--- src/sv/tld_pkg.sv ---
// Package for the terminal line discipline.
// Holds character codes, result kinds, register indexes, the controller
// state type and the command/status structs shared by controller and datapath.
package tld_pkg;

  localparam int unsigned CFG_IDX_W  = 2;
  localparam int unsigned CFG_DATA_W = 16;

  localparam logic [CFG_IDX_W-1:0] CFG_RAW  = 2'd0;
  localparam logic [CFG_IDX_W-1:0] CFG_ECHO = 2'd1;
  localparam logic [CFG_IDX_W-1:0] CFG_FG   = 2'd2;

  localparam logic [7:0] CH_INTR = 8'h03;
  localparam logic [7:0] CH_EOF  = 8'h04;
  localparam logic [7:0] CH_BS   = 8'h08;
  localparam logic [7:0] CH_LF   = 8'h0A;
  localparam logic [7:0] CH_CR   = 8'h0D;
  localparam logic [7:0] CH_SP   = 8'h20;
  localparam logic [7:0] CH_DEL  = 8'h7F;

  localparam logic [1:0] KIND_ECHO  = 2'd0;
  localparam logic [1:0] KIND_INTR  = 2'd1;
  localparam logic [1:0] KIND_REPLY = 2'd2;

  // most results one request may cause
  localparam logic [7:0] MAX_RESULTS = 8'd64;

  typedef enum logic [3:0] {
    ST_IDLE,
    ST_DISPATCH,
    ST_TRY,
    ST_MOVE,
    ST_PUSH_LF,
    ST_RPL_RD,
    ST_RPL_OUT,
    ST_ECHO_CHAR,
    ST_ECHO_LF,
    ST_BS1,
    ST_BS2,
    ST_BS3,
    ST_INTR
  } state_e;

  typedef enum logic [2:0] {
    OSEL_CHAR,
    OSEL_LF,
    OSEL_BS,
    OSEL_SP,
    OSEL_INTR,
    OSEL_REPLY
  } osel_e;

  typedef struct packed {
    logic  latch;
    logic  push_char;
    logic  push_lf;
    logic  move_step;
    logic  line_write;
    logic  line_dec;
    logic  line_clear;
    logic  set_wait;
    logic  rpl_load;
    logic  rpl_lim_wait;
    logic  rpl_room63;
    logic  rpl_final;
    logic  q_read;
    logic  out_load;
    osel_e out_sel;
    logic  out_last;
  } cmd_t;

  typedef struct packed {
    logic is_read;
    logic is_intr;
    logic is_bs;
    logic is_eof;
    logic is_nl;
    logic raw;
    logic echo;
    logic fg_nz;
    logic avail_nz;
    logic line_nz;
    logic line_full;
    logic waiting;
    logic move_done;
    logic rpl_more;
    logic out_free;
  } sts_t;

endpackage

--- src/sv/terminal_line_discipline.sv ---
// Terminal line discipline, raw or cooked, top level.
// Input channel: one request per handshake, either a character from the
// device (action 0) or a read request from the application (action 1).
// Output channel: result bytes (echo, interrupt, read reply), last marks the
// final result of a request. Config: write enable, index and data; write only
// while the block is idle.
// Timing: a request is taken, then worked on alone; the next request is taken
// once the previous one has put all its results in the output register.
// A character with no result returns to idle from dispatch; each echo byte
// adds an output state and a raw push adds the try state for the held read retry.
// A line move reads the line buffer one byte per cycle into the queue, and a
// reply reads the queue one byte per cycle while the receiver takes results.
// A stalled receiver holds the output register and stops the sequencer at
// the next result; nothing is dropped.
// Reset clears pointers, line length, held read and the config registers
// (raw mode on, echo off, no foreground id); no clearing pass is needed.
// Depends on tld_pkg, tld_ctrl, tld_dp, tld_ram.
module terminal_line_discipline #(
  parameter int unsigned QUEUE_DEPTH = 64
) (
  input  logic                           clk_i,
  input  logic                           rst_ni,
  input  logic                           cfg_we_i,
  input  logic [tld_pkg::CFG_IDX_W-1:0]  cfg_index_i,
  input  logic [tld_pkg::CFG_DATA_W-1:0] cfg_wdata_i,
  input  logic                           in_valid_i,
  output logic                           in_ready_o,
  input  logic                           action_i,
  input  logic [7:0]                     char_value_i,
  input  logic [7:0]                     read_length_i,
  output logic                           out_valid_o,
  input  logic                           out_ready_i,
  output logic [1:0]                     kind_o,
  output logic [7:0]                     byte_value_o,
  output logic [7:0]                     reply_count_o,
  output logic                           last_o
);

  tld_pkg::cmd_t cmd;
  tld_pkg::sts_t sts;

  tld_ctrl u_ctrl (
    .clk_i      (clk_i),
    .rst_ni     (rst_ni),
    .in_valid_i (in_valid_i),
    .in_ready_o (in_ready_o),
    .sts_i      (sts),
    .cmd_o      (cmd)
  );

  tld_dp #(.QUEUE_DEPTH(QUEUE_DEPTH)) u_dp (
    .clk_i         (clk_i),
    .rst_ni        (rst_ni),
    .cfg_we_i      (cfg_we_i),
    .cfg_index_i   (cfg_index_i),
    .cfg_wdata_i   (cfg_wdata_i),
    .action_i      (action_i),
    .char_value_i  (char_value_i),
    .read_length_i (read_length_i),
    .out_ready_i   (out_ready_i),
    .out_valid_o   (out_valid_o),
    .kind_o        (kind_o),
    .byte_value_o  (byte_value_o),
    .reply_count_o (reply_count_o),
    .last_o        (last_o),
    .cmd_i         (cmd),
    .sts_o         (sts)
  );

endmodule

--- src/sv/tld_ram.sv ---
// Generic single-write, single-read RAM with registered read data.
// Read data holds while no read is issued. No dependencies.
module tld_ram #(
  parameter int unsigned WIDTH = 8,
  parameter int unsigned DEPTH = 64
) (
  input  logic                     clk_i,
  input  logic                     we_i,
  input  logic [$clog2(DEPTH)-1:0] waddr_i,
  input  logic [WIDTH-1:0]         wdata_i,
  input  logic                     re_i,
  input  logic [$clog2(DEPTH)-1:0] raddr_i,
  output logic [WIDTH-1:0]         rdata_o
);

  logic [WIDTH-1:0] mem_q [DEPTH];
  logic [WIDTH-1:0] rdata_q;

  always_ff @(posedge clk_i) begin
    if (we_i) begin
      mem_q[waddr_i] <= wdata_i;
    end
    if (re_i) begin
      rdata_q <= mem_q[raddr_i];
    end
  end

  assign rdata_o = rdata_q;

endmodule

--- src/sv/tld_ctrl.sv ---
// Controller state machine of the terminal line discipline.
// Sequences one request through decode, line move, reply, echo and interrupt steps.
// Depends on tld_pkg.
module tld_ctrl (
  input  logic          clk_i,
  input  logic          rst_ni,
  input  logic          in_valid_i,
  output logic          in_ready_o,
  input  tld_pkg::sts_t sts_i,
  output tld_pkg::cmd_t cmd_o
);

  tld_pkg::state_e state_q, state_d;
  logic raw_echo;
  logic try_go;

  assign raw_echo = !sts_i.is_read && sts_i.raw && sts_i.echo;
  assign try_go   = sts_i.waiting && sts_i.avail_nz;
  assign in_ready_o = (state_q == tld_pkg::ST_IDLE);

  always_ff @(posedge clk_i or negedge rst_ni) begin
    if (!rst_ni) begin
      state_q <= tld_pkg::ST_IDLE;
    end else begin
      state_q <= state_d;
    end
  end

  always_comb begin
    state_d = state_q;
    case (state_q)
      tld_pkg::ST_IDLE: begin
        if (in_valid_i) state_d = tld_pkg::ST_DISPATCH;
      end
      tld_pkg::ST_DISPATCH: begin
        if (sts_i.is_read) begin
          state_d = sts_i.avail_nz ? tld_pkg::ST_RPL_RD : tld_pkg::ST_IDLE;
        end else if (sts_i.is_intr) begin
          state_d = sts_i.fg_nz ? tld_pkg::ST_INTR : tld_pkg::ST_IDLE;
        end else if (sts_i.raw) begin
          state_d = tld_pkg::ST_TRY;
        end else if (sts_i.is_bs) begin
          state_d = (sts_i.line_nz && sts_i.echo) ? tld_pkg::ST_BS1 : tld_pkg::ST_IDLE;
        end else if (sts_i.is_eof) begin
          state_d = tld_pkg::ST_MOVE;
        end else if (sts_i.is_nl) begin
          state_d = sts_i.echo ? tld_pkg::ST_ECHO_LF : tld_pkg::ST_MOVE;
        end else begin
          state_d = (!sts_i.line_full && sts_i.echo) ? tld_pkg::ST_ECHO_CHAR
                                                     : tld_pkg::ST_IDLE;
        end
      end
      tld_pkg::ST_TRY: begin
        if (try_go) begin
          state_d = tld_pkg::ST_RPL_RD;
        end else begin
          state_d = raw_echo ? tld_pkg::ST_ECHO_CHAR : tld_pkg::ST_IDLE;
        end
      end
      tld_pkg::ST_MOVE: begin
        if (sts_i.move_done) begin
          state_d = sts_i.is_nl ? tld_pkg::ST_PUSH_LF : tld_pkg::ST_TRY;
        end
      end
      tld_pkg::ST_PUSH_LF: state_d = tld_pkg::ST_TRY;
      tld_pkg::ST_RPL_RD:  state_d = tld_pkg::ST_RPL_OUT;
      tld_pkg::ST_RPL_OUT: begin
        if (sts_i.out_free && !sts_i.rpl_more) begin
          state_d = raw_echo ? tld_pkg::ST_ECHO_CHAR : tld_pkg::ST_IDLE;
        end
      end
      tld_pkg::ST_ECHO_CHAR: if (sts_i.out_free) state_d = tld_pkg::ST_IDLE;
      tld_pkg::ST_ECHO_LF:   if (sts_i.out_free) state_d = tld_pkg::ST_MOVE;
      tld_pkg::ST_BS1:       if (sts_i.out_free) state_d = tld_pkg::ST_BS2;
      tld_pkg::ST_BS2:       if (sts_i.out_free) state_d = tld_pkg::ST_BS3;
      tld_pkg::ST_BS3:       if (sts_i.out_free) state_d = tld_pkg::ST_IDLE;
      tld_pkg::ST_INTR:      if (sts_i.out_free) state_d = tld_pkg::ST_IDLE;
      default:               state_d = tld_pkg::ST_IDLE;
    endcase
  end

  always_comb begin
    cmd_o = '0;
    cmd_o.out_sel = tld_pkg::OSEL_CHAR;
    case (state_q)
      tld_pkg::ST_IDLE: begin
        cmd_o.latch = in_valid_i;
      end
      tld_pkg::ST_DISPATCH: begin
        if (sts_i.is_read) begin
          if (sts_i.avail_nz) begin
            cmd_o.rpl_load  = 1'b1;
            cmd_o.rpl_final = 1'b1;
          end else begin
            cmd_o.set_wait = 1'b1;
          end
        end else if (sts_i.is_intr) begin
          cmd_o.latch = 1'b0;
        end else if (sts_i.raw) begin
          cmd_o.push_char = 1'b1;
        end else if (sts_i.is_bs) begin
          cmd_o.line_dec = sts_i.line_nz;
        end else if (!sts_i.is_eof && !sts_i.is_nl) begin
          cmd_o.line_write = !sts_i.line_full;
        end
      end
      tld_pkg::ST_TRY: begin
        if (try_go) begin
          cmd_o.rpl_load     = 1'b1;
          cmd_o.rpl_lim_wait = 1'b1;
          cmd_o.rpl_room63   = !sts_i.raw && sts_i.is_nl && sts_i.echo;
          cmd_o.rpl_final    = !raw_echo;
        end
      end
      tld_pkg::ST_MOVE: begin
        cmd_o.move_step  = 1'b1;
        cmd_o.line_clear = sts_i.move_done;
      end
      tld_pkg::ST_PUSH_LF: cmd_o.push_lf = 1'b1;
      tld_pkg::ST_RPL_RD:  cmd_o.q_read = 1'b1;
      tld_pkg::ST_RPL_OUT: begin
        cmd_o.out_sel  = tld_pkg::OSEL_REPLY;
        cmd_o.out_load = sts_i.out_free;
        cmd_o.q_read   = sts_i.out_free && sts_i.rpl_more;
      end
      tld_pkg::ST_ECHO_CHAR: begin
        cmd_o.out_sel  = tld_pkg::OSEL_CHAR;
        cmd_o.out_load = sts_i.out_free;
        cmd_o.out_last = 1'b1;
      end
      tld_pkg::ST_ECHO_LF: begin
        cmd_o.out_sel  = tld_pkg::OSEL_LF;
        cmd_o.out_load = sts_i.out_free;
        cmd_o.out_last = !sts_i.waiting;
      end
      tld_pkg::ST_BS1: begin
        cmd_o.out_sel  = tld_pkg::OSEL_BS;
        cmd_o.out_load = sts_i.out_free;
      end
      tld_pkg::ST_BS2: begin
        cmd_o.out_sel  = tld_pkg::OSEL_SP;
        cmd_o.out_load = sts_i.out_free;
      end
      tld_pkg::ST_BS3: begin
        cmd_o.out_sel  = tld_pkg::OSEL_BS;
        cmd_o.out_load = sts_i.out_free;
        cmd_o.out_last = 1'b1;
      end
      tld_pkg::ST_INTR: begin
        cmd_o.out_sel  = tld_pkg::OSEL_INTR;
        cmd_o.out_load = sts_i.out_free;
        cmd_o.out_last = 1'b1;
      end
      default: cmd_o.latch = 1'b0;
    endcase
  end

endmodule

--- src/sv/tld_dp.sv ---
// Datapath of the terminal line discipline: config registers, request latch,
// ring queue and line buffer (tld_ram), reply counters and output register.
// Depends on tld_pkg and tld_ram.
module tld_dp #(
  parameter int unsigned QUEUE_DEPTH = 64
) (
  input  logic                             clk_i,
  input  logic                             rst_ni,
  input  logic                             cfg_we_i,
  input  logic [tld_pkg::CFG_IDX_W-1:0]    cfg_index_i,
  input  logic [tld_pkg::CFG_DATA_W-1:0]   cfg_wdata_i,
  input  logic                             action_i,
  input  logic [7:0]                       char_value_i,
  input  logic [7:0]                       read_length_i,
  input  logic                             out_ready_i,
  output logic                             out_valid_o,
  output logic [1:0]                       kind_o,
  output logic [7:0]                       byte_value_o,
  output logic [7:0]                       reply_count_o,
  output logic                             last_o,
  input  tld_pkg::cmd_t                    cmd_i,
  output tld_pkg::sts_t                    sts_o
);

  localparam int unsigned PW = $clog2(QUEUE_DEPTH);
  localparam logic [PW-1:0] PTR_MAX = PW'(QUEUE_DEPTH - 1);
  localparam logic [PW:0]   QD_EXT  = (PW+1)'(QUEUE_DEPTH);

  function automatic logic [PW-1:0] ptr_inc(input logic [PW-1:0] p);
    return (p == PTR_MAX) ? '0 : p + 1'b1;
  endfunction

  logic        raw_q, raw_d;
  logic        echo_q, echo_d;
  logic [15:0] fg_q, fg_d;

  logic       act_q;
  logic [7:0] chr_q;
  logic [7:0] len_q;

  logic [PW-1:0] head_q, head_d;
  logic [PW-1:0] tail_q, tail_d;
  logic [PW-1:0] line_len_q, line_len_d;
  logic          wait_q, wait_d;
  logic [7:0]    wait_len_q, wait_len_d;
  logic [PW-1:0] mv_idx_q, mv_idx_d;
  logic          mv_pend_q, mv_pend_d;
  logic [7:0]    rpl_total_q, rpl_total_d;
  logic [7:0]    rpl_left_q, rpl_left_d;
  logic          rpl_final_q, rpl_final_d;

  logic       out_valid_q, out_valid_d;
  logic [1:0] out_kind_q, out_kind_d;
  logic [7:0] out_byte_q, out_byte_d;
  logic [7:0] out_count_q, out_count_d;
  logic       out_last_q, out_last_d;

  logic [PW-1:0] avail;
  logic          q_full;
  logic          push_en;
  logic          q_we;
  logic [7:0]    push_data;
  logic [7:0]    q_rdata;
  logic [7:0]    line_rdata;
  logic          mv_issue;
  logic [7:0]    len_eff;
  logic [8:0]    lim9, room9, avail9, n9;
  logic          out_free;

  assign avail = (head_q >= tail_q) ? head_q - tail_q
                                    : PW'({1'b0, head_q} + QD_EXT - {1'b0, tail_q});
  assign q_full    = (ptr_inc(head_q) == tail_q);
  assign push_en   = cmd_i.push_char || cmd_i.push_lf || (cmd_i.move_step && mv_pend_q);
  assign q_we      = push_en && !q_full;
  assign push_data = (cmd_i.move_step && mv_pend_q) ? line_rdata
                   : cmd_i.push_lf ? tld_pkg::CH_LF : chr_q;
  assign mv_issue  = (mv_idx_q != line_len_q);
  assign len_eff   = (len_q == 8'd0) ? 8'd1 : len_q;
  assign out_free  = !out_valid_q || out_ready_i;

  assign lim9   = {1'b0, cmd_i.rpl_lim_wait ? wait_len_q : len_eff};
  assign room9  = {1'b0, tld_pkg::MAX_RESULTS} - 9'(cmd_i.rpl_room63);
  assign avail9 = 9'(avail);

  always_comb begin
    n9 = avail9;
    if (lim9 < n9)  n9 = lim9;
    if (room9 < n9) n9 = room9;
  end

  tld_ram #(.WIDTH(8), .DEPTH(QUEUE_DEPTH)) u_queue (
    .clk_i   (clk_i),
    .we_i    (q_we),
    .waddr_i (head_q),
    .wdata_i (push_data),
    .re_i    (cmd_i.q_read),
    .raddr_i (tail_q),
    .rdata_o (q_rdata)
  );

  tld_ram #(.WIDTH(8), .DEPTH(QUEUE_DEPTH)) u_line (
    .clk_i   (clk_i),
    .we_i    (cmd_i.line_write),
    .waddr_i (line_len_q),
    .wdata_i (chr_q),
    .re_i    (cmd_i.move_step && mv_issue),
    .raddr_i (mv_idx_q),
    .rdata_o (line_rdata)
  );

  always_comb begin
    raw_d  = raw_q;
    echo_d = echo_q;
    fg_d   = fg_q;
    if (cfg_we_i) begin
      case (cfg_index_i)
        tld_pkg::CFG_RAW:  raw_d  = cfg_wdata_i[0];
        tld_pkg::CFG_ECHO: echo_d = cfg_wdata_i[0];
        tld_pkg::CFG_FG:   fg_d   = cfg_wdata_i;
        default:           fg_d   = fg_q;
      endcase
    end
  end

  always_comb begin
    head_d      = head_q;
    tail_d      = tail_q;
    line_len_d  = line_len_q;
    wait_d      = wait_q;
    wait_len_d  = wait_len_q;
    mv_idx_d    = mv_idx_q;
    mv_pend_d   = mv_pend_q;
    rpl_total_d = rpl_total_q;
    rpl_left_d  = rpl_left_q;
    rpl_final_d = rpl_final_q;

    if (q_we)         head_d = ptr_inc(head_q);
    if (cmd_i.q_read) tail_d = ptr_inc(tail_q);

    if (cmd_i.line_write) line_len_d = line_len_q + 1'b1;
    if (cmd_i.line_dec)   line_len_d = line_len_q - 1'b1;
    if (cmd_i.line_clear) line_len_d = '0;

    if (cmd_i.latch) begin
      mv_idx_d  = '0;
      mv_pend_d = 1'b0;
    end else if (cmd_i.move_step) begin
      mv_pend_d = mv_issue;
      if (mv_issue) mv_idx_d = mv_idx_q + 1'b1;
    end

    if (cmd_i.set_wait) begin
      wait_d     = 1'b1;
      wait_len_d = len_eff;
    end

    if (cmd_i.rpl_load) begin
      rpl_total_d = n9[7:0];
      rpl_left_d  = n9[7:0];
      rpl_final_d = cmd_i.rpl_final;
      if (cmd_i.rpl_lim_wait) wait_d = 1'b0;
    end else if (cmd_i.out_load && cmd_i.out_sel == tld_pkg::OSEL_REPLY) begin
      rpl_left_d = rpl_left_q - 1'b1;
    end
  end

  always_comb begin
    out_valid_d = out_valid_q;
    out_kind_d  = out_kind_q;
    out_byte_d  = out_byte_q;
    out_count_d = out_count_q;
    out_last_d  = out_last_q;
    if (out_ready_i) out_valid_d = 1'b0;
    if (cmd_i.out_load) begin
      out_valid_d = 1'b1;
      out_kind_d  = tld_pkg::KIND_ECHO;
      out_count_d = 8'd0;
      out_last_d  = cmd_i.out_last;
      case (cmd_i.out_sel)
        tld_pkg::OSEL_CHAR: out_byte_d = chr_q;
        tld_pkg::OSEL_LF:   out_byte_d = tld_pkg::CH_LF;
        tld_pkg::OSEL_BS:   out_byte_d = tld_pkg::CH_BS;
        tld_pkg::OSEL_SP:   out_byte_d = tld_pkg::CH_SP;
        tld_pkg::OSEL_INTR: begin
          out_kind_d = tld_pkg::KIND_INTR;
          out_byte_d = 8'd0;
        end
        tld_pkg::OSEL_REPLY: begin
          out_kind_d  = tld_pkg::KIND_REPLY;
          out_byte_d  = q_rdata;
          out_count_d = rpl_total_q;
          out_last_d  = (rpl_left_q == 8'd1) && rpl_final_q;
        end
        default: out_byte_d = 8'd0;
      endcase
    end
  end

  always_ff @(posedge clk_i or negedge rst_ni) begin
    if (!rst_ni) begin
      raw_q       <= 1'b1;
      echo_q      <= 1'b0;
      fg_q        <= '0;
      head_q      <= '0;
      tail_q      <= '0;
      line_len_q  <= '0;
      wait_q      <= 1'b0;
      wait_len_q  <= '0;
      mv_idx_q    <= '0;
      mv_pend_q   <= 1'b0;
      rpl_left_q  <= '0;
      rpl_final_q <= 1'b0;
      out_valid_q <= 1'b0;
    end else begin
      raw_q       <= raw_d;
      echo_q      <= echo_d;
      fg_q        <= fg_d;
      head_q      <= head_d;
      tail_q      <= tail_d;
      line_len_q  <= line_len_d;
      wait_q      <= wait_d;
      wait_len_q  <= wait_len_d;
      mv_idx_q    <= mv_idx_d;
      mv_pend_q   <= mv_pend_d;
      rpl_left_q  <= rpl_left_d;
      rpl_final_q <= rpl_final_d;
      out_valid_q <= out_valid_d;
    end
  end

  always_ff @(posedge clk_i) begin
    if (cmd_i.latch) begin
      act_q <= action_i;
      chr_q <= char_value_i;
      len_q <= read_length_i;
    end
    rpl_total_q <= rpl_total_d;
    out_kind_q  <= out_kind_d;
    out_byte_q  <= out_byte_d;
    out_count_q <= out_count_d;
    out_last_q  <= out_last_d;
  end

  assign sts_o.is_read   = act_q;
  assign sts_o.is_intr   = (chr_q == tld_pkg::CH_INTR);
  assign sts_o.is_bs     = chr_q inside {tld_pkg::CH_BS, tld_pkg::CH_DEL};
  assign sts_o.is_eof    = (chr_q == tld_pkg::CH_EOF);
  assign sts_o.is_nl     = chr_q inside {tld_pkg::CH_CR, tld_pkg::CH_LF};
  assign sts_o.raw       = raw_q;
  assign sts_o.echo      = echo_q;
  assign sts_o.fg_nz     = (fg_q != 16'd0);
  assign sts_o.avail_nz  = (avail != '0);
  assign sts_o.line_nz   = (line_len_q != '0);
  assign sts_o.line_full = (line_len_q == PTR_MAX);
  assign sts_o.waiting   = wait_q;
  assign sts_o.move_done = !mv_pend_q && !mv_issue;
  assign sts_o.rpl_more  = (rpl_left_q > 8'd1);
  assign sts_o.out_free  = out_free;

  assign out_valid_o   = out_valid_q;
  assign kind_o        = out_kind_q;
  assign byte_value_o  = out_byte_q;
  assign reply_count_o = out_count_q;
  assign last_o        = out_last_q;

  a_queue_read_nonempty: assert property (@(posedge clk_i) disable iff (!rst_ni)
    cmd_i.q_read |-> (avail != '0))
    else $error("queue read with empty queue");

  a_full_push_dropped: assert property (@(posedge clk_i) disable iff (!rst_ni)
    (push_en && q_full) |=> (head_q == $past(head_q)))
    else $error("push into full queue moved head");

  a_line_bound: assert property (@(posedge clk_i) disable iff (!rst_ni)
    cmd_i.line_write |-> (line_len_q != PTR_MAX))
    else $error("line buffer overrun");

  a_reply_count: assert property (@(posedge clk_i) disable iff (!rst_ni)
    (out_valid_q && out_kind_q == tld_pkg::KIND_REPLY) |->
      (out_count_q != 8'd0 && out_count_q <= tld_pkg::MAX_RESULTS))
    else $error("reply count out of range");

endmodule

--- config.mk ---
export PLATFORM = sky130hd
export DESIGN_NAME = terminal_line_discipline
export DESIGN_NICKNAME = d
export VERILOG_FILES = /design/src/sv/tld_pkg.sv /design/src/sv/terminal_line_discipline.sv /design/src/sv/tld_ram.sv /design/src/sv/tld_ctrl.sv /design/src/sv/tld_dp.sv
export SDC_FILE = /design/constraint.sdc
export NUM_CORES = 1
export LEC_CHECK = 0
export ABC_AREA = 1
export BUFFER_PORTS_ARGS = -buffer_cell sky130_fd_sc_hd__buf_2
export CORE_AREA = 2 2 311 313
export DETAILED_ROUTE_END_ITERATION = 8
export DIE_AREA = 0 0 313 315
export PLACE_DENSITY_LB_ADDON = 0.2
export SLEW_MARGIN = 10
export SYNTH_ARGS = -nofsm -noshare
export SYNTH_HDL_FRONTEND = slang
export SYNTH_HIERARCHICAL = 1
export SYNTH_SLANG_ARGS = --single-unit
--- constraint.sdc ---
create_clock -name clk_i -period 5.9 [get_ports clk_i]
set_input_delay 0.59 -clock clk_i [delete_from_list [all_inputs] [get_ports clk_i]]
set_output_delay 0.59 -clock clk_i [all_outputs]
set_load 0.01 [all_outputs]
==> results of run 1 <==
## worst reg2reg max path, cell delays in order, from the launching register on
cell,delay (ns)
dfrtp_1,0.32
buf_4,0.17
inv_1,0.12
ha_1,0.25
fa_1,0.41
o21ai_0,0.23
xor2_1,0.30
nand3_1,0.19
nand2_1,0.13
inv_1,0.06
nand2_1,0.11
inv_1,0.12
inv_2,0.15
o21ai_0,0.15
ha_1,0.37
a221oi_4,0.38
nand2_4,0.16
nand2_2,0.08
o21a_1,0.15
inv_1,0.05
ha_1,0.28
a21oi_1,0.13
o21a_1,0.12
nor2_1,0.05
a211oi_2,0.32
nand3_2,0.18
inv_2,0.13
a21oi_1,0.06
## path summary, 6_finish.rpt
| kind | from | endpoint | slack, ns |
|---|---|---|---|
| max | u_dp/head_q[0] | u_dp/rpl_total_q[3] | 0.47 |
| min in group asynchronous | rst_ni | u_dp/fg_q[14] | 0.07 |
| max in group asynchronous | rst_ni | u_dp/mv_idx_q[1] | 5.12 |
| min | char_value_i[4] | u_dp/chr_q[4] | 0.05 |
| max reg2reg | u_dp/head_q[0] | u_dp/rpl_total_q[3] | 0.47 |
| min reg2reg | u_dp/fg_q[0] | u_dp/fg_q[0] | 0.49 |
## sequential cells by signal, indices dropped and copies added, names as in the netlist, 6 cells and up
register	count
u_dp/u_line/mem_q	512
u_dp/u_queue/mem_q	512
u_dp/fg_q	16
u_dp/byte_value_o	8
u_dp/chr_q	8
u_dp/len_q	8
u_dp/reply_count_o	8
u_dp/rpl_left_q	8
u_dp/rpl_total_q	8
u_dp/u_line/rdata_o	8
u_dp/u_queue/rdata_o	8
u_dp/wait_len_q	8
u_dp/head_q	6
u_dp/line_len_q	6
u_dp/mv_idx_q	6
u_dp/tail_q	6
## per-layer routing
metal / part of all wire (%) / routed length, um / up-vias / track usage (%)
li1: - / - / 15200 / -
met1: 42 / 50500 / 15400 / 33.4
met2: 48 / 58200 / 1134 / 40.0
met3: 7.1 / 8650 / 249 / 4.08
met4: 3.3 / 4070 / 8 / 8.70
met5: 0.038 / 46 / - / 0
## cells by family after synthesis
group | Yosys count | share of synthesized area, %
simple gates | 2646 | 23.1
flops | 1150 | 69.4
buf+inv | 385 | 4.59
compound gates | 119 | 1.42
fa+ha+maj | 27 | 0.716
xor+xnor | 21 | 0.373
mux | 16 | 0.366
other cells | 2 | 0.0152
## stage by stage
step           cells  hold WS (ns)
3_3_place_gp    5527         0.467
5_1_grt         5738        0.0354
2_1_floorplan   4366         0.294
4_1_cts         5738        0.0215
6_report        5739        0.0525
3_5_place_dp    5527         0.477
## power breakdown
part / total [uW] / switching [uW] / internal, uW
clock network: 6910 / 3020 / 3890
registers: 10100 / 369 / 9770
logic: 8020 / 5940 / 2080
## area by class of cell
cell class | instances | share of cell area, %
Sequential cell | 1150 | 63.8
Inverter | 147 | 1.06
Multi-Input combinational cell | 2831 | 24.1
Antenna cell | 1 | 0.00467
Clock buffer | 159 | 5.79
Clock inverter | 52 | 0.854
Timing Repair Buffer | 123 | 1.46
Tap cell | 1276 | 2.98
## cell usage in the layout, fill, tap and decap left out, types with 26 or more instances in the layout
cell | synthesis | layout
dfrtp_1 | 65 | 58
edfxtp_1 | 1084 | 1084
nand4_1 | 26 | 26
nand3_1 | 908 | 908
buf_2 | 75 | 60
o21ai_0 | 52 | 46
clkbuf_16 | 0 | 116
clkbuf_1 | 34 | 39
buf_4 | 33 | 62
inv_1 | 130 | 128
nand2_1 | 1460 | 1460
nor2_1 | 177 | 176
## timing repair
item | in CTS | in global routing
hold buffers | 0 | 0
setup endpoints to repair | 0 | 6
resized for setup | 0 | 2
setup buffers | 0 | 0
==> results by group, run 1 <==
Clocking
  • Root buffer cell: clkbuf_16
  • Buffer depth of the longest clock path: 3
  • Reg clk slew, reported paths: approximately 0.060 ns
  • CTS Buf Count: roughly 120
  • CTS tree: done
  • H-tree depth: 3
  • Sink Count: 1150
  • Worst-Skew Late Latency: about 0.72 ns

Synth
  • Area contributors post-synth: edfxtp_1 (66%), nand2_1 (11%), nand3_1 (9.2%), dfrtp_1 (3.3%), buf_6 (1.6%)
  • Syn. warnings: 6
  • Count leader, synth: nand2_1
  • Cells after Synth: about 4400
  • Top_reg_cell synth: edfxtp_1
  • Yosys top cell area share: 66.1%
  • FF+latch count, synth: between 1000 and 1500
  • Synth Cell Area: about 49000 sq um
  • Synth unique cells: 55
  • EDFF count, synth: 1084
  • Fraction of registers with async set/reset: 5.74%
  • Yosys top cell by area: edfxtp_1
  • Syn avg cell area: 11.3 sq um
  • Synth top cells by count: nand2_1 (1460), edfxtp_1 (1084), nand3_1 (908)
  • Seq/Total Area, Yosys: between 60 and 70%
  • Syn_nets: ~4400

Worst setup path
  • Delay-heaviest family, CP: compound AO/OA/AOI/OAI gates
  • Critical Path Start Type: flop
  • CP max stage delay: 0.41 ns
  • Most frequent CP cell: inv_1
  • Cell depth of the worst setup path: 27
  • Buf/Inv on CP: 7
  • CP max stage cell: fa_1
  • WP data required: between 6 and 7 ns
  • Arrival @ worst endpoint: slightly below 6 ns
  • R2R depth: 27
  • Critical-path maximum fanout: 12
  • CP endpoint kind: flop
  • CP Class: flop to flop

STA
  • Crit path time final: between 5 and 6 ns
  • Fin crit share: between 90 and 100%
  • Clock Skews: between 0.03 and 0.04 ns
  • Setup WS post-layout: 0.474 ns
  • Slew @ Worst Pin: 1.23 ns
  • Final setup vio count: 0
  • Fin. Hold Viols: 0
  • Worst slew margin: 17.6%
  • RSZ-0062 raised after global routing: no
  • Slew Limit Fails: 0
  • Max Clock Freq: approximately 180 MHz
  • Post-route setup TNS: 0 ns

Floorplan
  • CORE AREA: about 96000 sq um
  • Die H: about 320 um
  • Die width: 313 um
  • Initial Util: 51.5%
  • I/O pins: a little over 60
  • Full die area: approximately 99000 sq um
  • Number of cell rows: between 100 and 150

Global routing
  • Vias in the first global route: 30700
  • Initial antenna violation count: 6
  • Grt ovf: 0
  • Gr usage total: between 20% and 30%
  • Pin count of the biggest net entering global routing: 134
  • Global-route wire length before repair: around 180 mm

Detailed routing
  • Post-route ant nets: 0
  • Via count: between 30000 and 40000
  • Vias/cell: around 5.6
  • DRC viols: 0
  • WL final: about 120 mm
  • Number of DRC markers in iteration 0: 3296
  • DR WL/cell: around 21 um
  • Pre-antenna DRT Iters: 6

Cells and area
  • Layout cell share with drive strength beyond 1: approximately 8.2%
  • Reg area: 34200 sq um
  • Post-layout util: between 50% and 60%
  • Fin area: 53600 sq um
  • Nets: roughly 4400
  • Area Growth Syn to Fin: 8.90%
  • Area of the multi-input gates: 12900 sq um
  • Fill cells: between 8000 and 9000

Power and ir drop
  • Peak supply drop: 0.307 mV
  • Power Dens Cells: between 400 and 500 nW/um^2
  • Pleak: ~0.020 uW
  • Power Total: between 20000 and 30000 uW

Min path
  • Worst Hold Class: primary input to flop
  • Hold Path Depth: 1

Placed design
  • Placed Area: approximately 50000 sq um
  • Place WS: roughly 0.46 ns
  • GPL Wtd Cong: between 0.8 and 0.9
  • IO buf count: 60
  • Hpwl dp: between 70 and 80 mm

Job
  • Number of max-cap violations: 0

Run status
  • Outcome: complete, no violations
No activity file was read; power rests on OpenSTA's default activity.
==> run 2: changes to the inputs <==
--- a/config.mk
+++ b/config.mk
@@ -8,6 +8,7 @@
 export ABC_AREA = 1
 export BUFFER_PORTS_ARGS = -buffer_cell sky130_fd_sc_hd__buf_2
 export CORE_AREA = 2 2 311 313
+export CTS_BUF_LIST = sky130_fd_sc_hd__clkbuf_4 sky130_fd_sc_hd__clkbuf_8
 export DETAILED_ROUTE_END_ITERATION = 8
 export DIE_AREA = 0 0 313 315
 export PLACE_DENSITY_LB_ADDON = 0.2
==> results by group, run 2 (synthesized netlist as in run 1, its figures left out) <==
Run status
  • Outcome: complete, no violations

Detailed routing
  • WL final: ~120 mm
  • DR WL/cell: ~21 um
  • Post-route ant nets: 0
  • DRC viols: 0
  • Pre-antenna DRT Iters: 6
  • Number of DRC markers in iteration 0: 3461
  • Vias/cell: between 5 and 6
  • Via count: 32600

Clocking
  • CTS tree: done
  • Reg clk slew, reported paths: roughly 0.060 ns
  • Worst-Skew Late Latency: about 0.86 ns
  • Sink Count: 1150
  • CTS Buf Count: about 180
  • H-tree depth: 4
  • Root buffer cell: clkbuf_8
  • Buffer depth of the longest clock path: 3
  • Post-CTS setup buffers: 0

Cells and area
  • Commonest non-fill, non-tap cells in the layout: nand2_1 (1460), edfxtp_1 (1084), nand3_1 (908)
  • Top flop regs: u_dp/u_line/mem_q (512), u_dp/u_queue/mem_q (512), u_dp/fg_q (16)
  • Most common cell after layout, fill and taps aside: nand2_1
  • Layout cell share with drive strength beyond 1: a little over a tenth
  • Area Growth Syn to Fin: 9.52%
  • Nets: between 4000 and 5000

Worst setup path
  • RR Endpoint: u_dp/rpl_total_q[5]
  • Critical-path maximum fanout: 12
  • Reg2reg setup slack: 0.50 ns
  • Arrival @ worst endpoint: around 6 ns
  • WP data required: roughly 6.5 ns
  • R2R depth: 27
  • Worst r2r src: u_dp/head_q[0]
  • Critical Path Start Type: flop
  • CP Class: flop to flop
  • CP max stage delay: between 0.4 and 0.5 ns
  • CP max stage cell: fa_1
  • Most frequent CP cell: inv_1
  • CP endpoint kind: flop

STA
  • Slew @ Worst Pin: 1.24 ns
  • Worst slew margin: 16.9%
  • Fin. Hold Viols: 0
  • Fin crit share: ~92%
  • Max Clock Freq: around 190 MHz
  • Final setup vio count: 0
  • Clock Skews: 0.0507 ns
  • Post-route setup TNS: 0 ns
  • Setup WS post-layout: just under 0.5 ns
  • RSZ-0062 raised after global routing: no
  • Crit path time final: ~5.4 ns
  • Slew Limit Fails: 0

Global routing
  • Initial antenna violation count: 7
  • Pin count of the biggest net entering global routing: around 130
  • Vias in the first global route: between 30000 and 40000
  • Global-route wire length before repair: between 150 and 200 mm
  • Gr usage total: 24.8%
  • Grt ovf: 0

Floorplan
  • Full die area: around 99000 sq um
  • CORE AREA: approximately 96000 sq um
  • Number of cell rows: approximately 110
  • Die width: 313 um
  • Die H: between 300 and 400 um
  • Initial Util: 51.5%
  • I/O pins: 61

Placed design
  • Place WS: approximately 0.46 ns
  • IO buf count: 60
  • Hpwl dp: 72.6 mm
  • GPL Wtd Cong: approximately 0.88

Job
  • Number of max-cap violations: 0

Power and ir drop
  • Pleak: about 0.02 uW
  • Peak supply drop: about 0.3 mV
  • Power Dens Cells: about 460 nW/um^2

Min path
  • Worst Hold Class: primary input to flop
  • Hold Path Depth: 5
  • Source of the worst hold timing path: cfg_index_i[1]
  • Worst Hold Path EP: u_dp/echo_q
==> run 2: layer usage <==
metal / share of wire [%] / track usage (%) / wire length (um)
met4: 3.5 / 9.54 / 4250
met1: 42 / 33.4 / 51200
met2: 48 / 40.1 / 58300
met5: 0.038 / 0 / 46
met3: 7.0 / 4.72 / 8600
==> run 2: layout make-up <==
type / count / area [sq um]
Multi-Input combinational cell: 2831 / 12900
Sequential cell: 1150 / 34200
Antenna cell: 4 / 10.0
Timing Repair Buffer: 163 / 1190
Clock inverter: 78 / 470
Clock buffer: 245 / 2990
Inverter: 147 / 567
Tap cell: 1276 / 1600
Fill cell: 8119 / 41800
==> run 2: worst max path at each step <==
| stage | endpoint | start | slack, ns | cells past startpoint |
|---|---|---|---|---|
| 2_1_floorplan | u_dp/rpl_total_q[3] | u_dp/tail_q[2] | 1.12 | 30 |
| 3_3_place_gp | u_dp/rpl_total_q[5] | u_dp/head_q[1] | 0.60 | 25 |
| 3_5_place_dp | u_dp/rpl_total_q[3] | u_dp/head_q[1] | 0.46 | 23 |
| 4_1_cts | u_dp/rpl_total_q[5] | u_dp/head_q[1] | 0.45 | 25 |
| 5_1_grt | u_dp/rpl_total_q[5] | u_dp/tail_q[2] | 0.005 | 30 |
| 6_report | u_dp/rpl_total_q[5] | u_dp/head_q[0] | 0.50 | 27 |
==> run 2: power breakdown <==
group	internal, uW	total (uW)	leakage, uW	switching, uW
combinational	2100	8030	0.00756	5930
clock	3430	6490	0.00184	3060
sequential	9770	10100	0.0106	370
==> run 2: critical path: cells and delay by family, from the launching register on <==
kind | cells | cell delay, ns
AOI/OAI and AO/OA | 8 | 1.52
xor gates and xnor gates | 1 | 0.30
adders and majority gates | 4 | 1.30
buffers and inverters | 7 | 0.80
DFF | 1 | 0.32
and+or+nand+nor | 7 | 0.90
==> run 2: what timing repair did <==
item | 4_1_cts | 5_1_grt
hold buffers | 40 | 0
gates resized for setup | 0 | 2
endpoints found under the hold margin | 101 | 0
endpoints found under the setup margin | 0 | 6
==> run 2: metrics by stage <==
step	hold slack, ns	area [sq um]	util [%]	power, uW	std cells
2_1_floorplan	0.294	49300	-	16100	4366
3_3_place_gp	0.467	50100	52.3	18200	5527
3_5_place_dp	0.477	50100	52.3	18300	5527
4_1_cts	0.0205	53900	56.3	24800	5890
5_1_grt	0.107	53900	56.4	26000	5892
6_report	0.132	53900	56.4	24700	5894
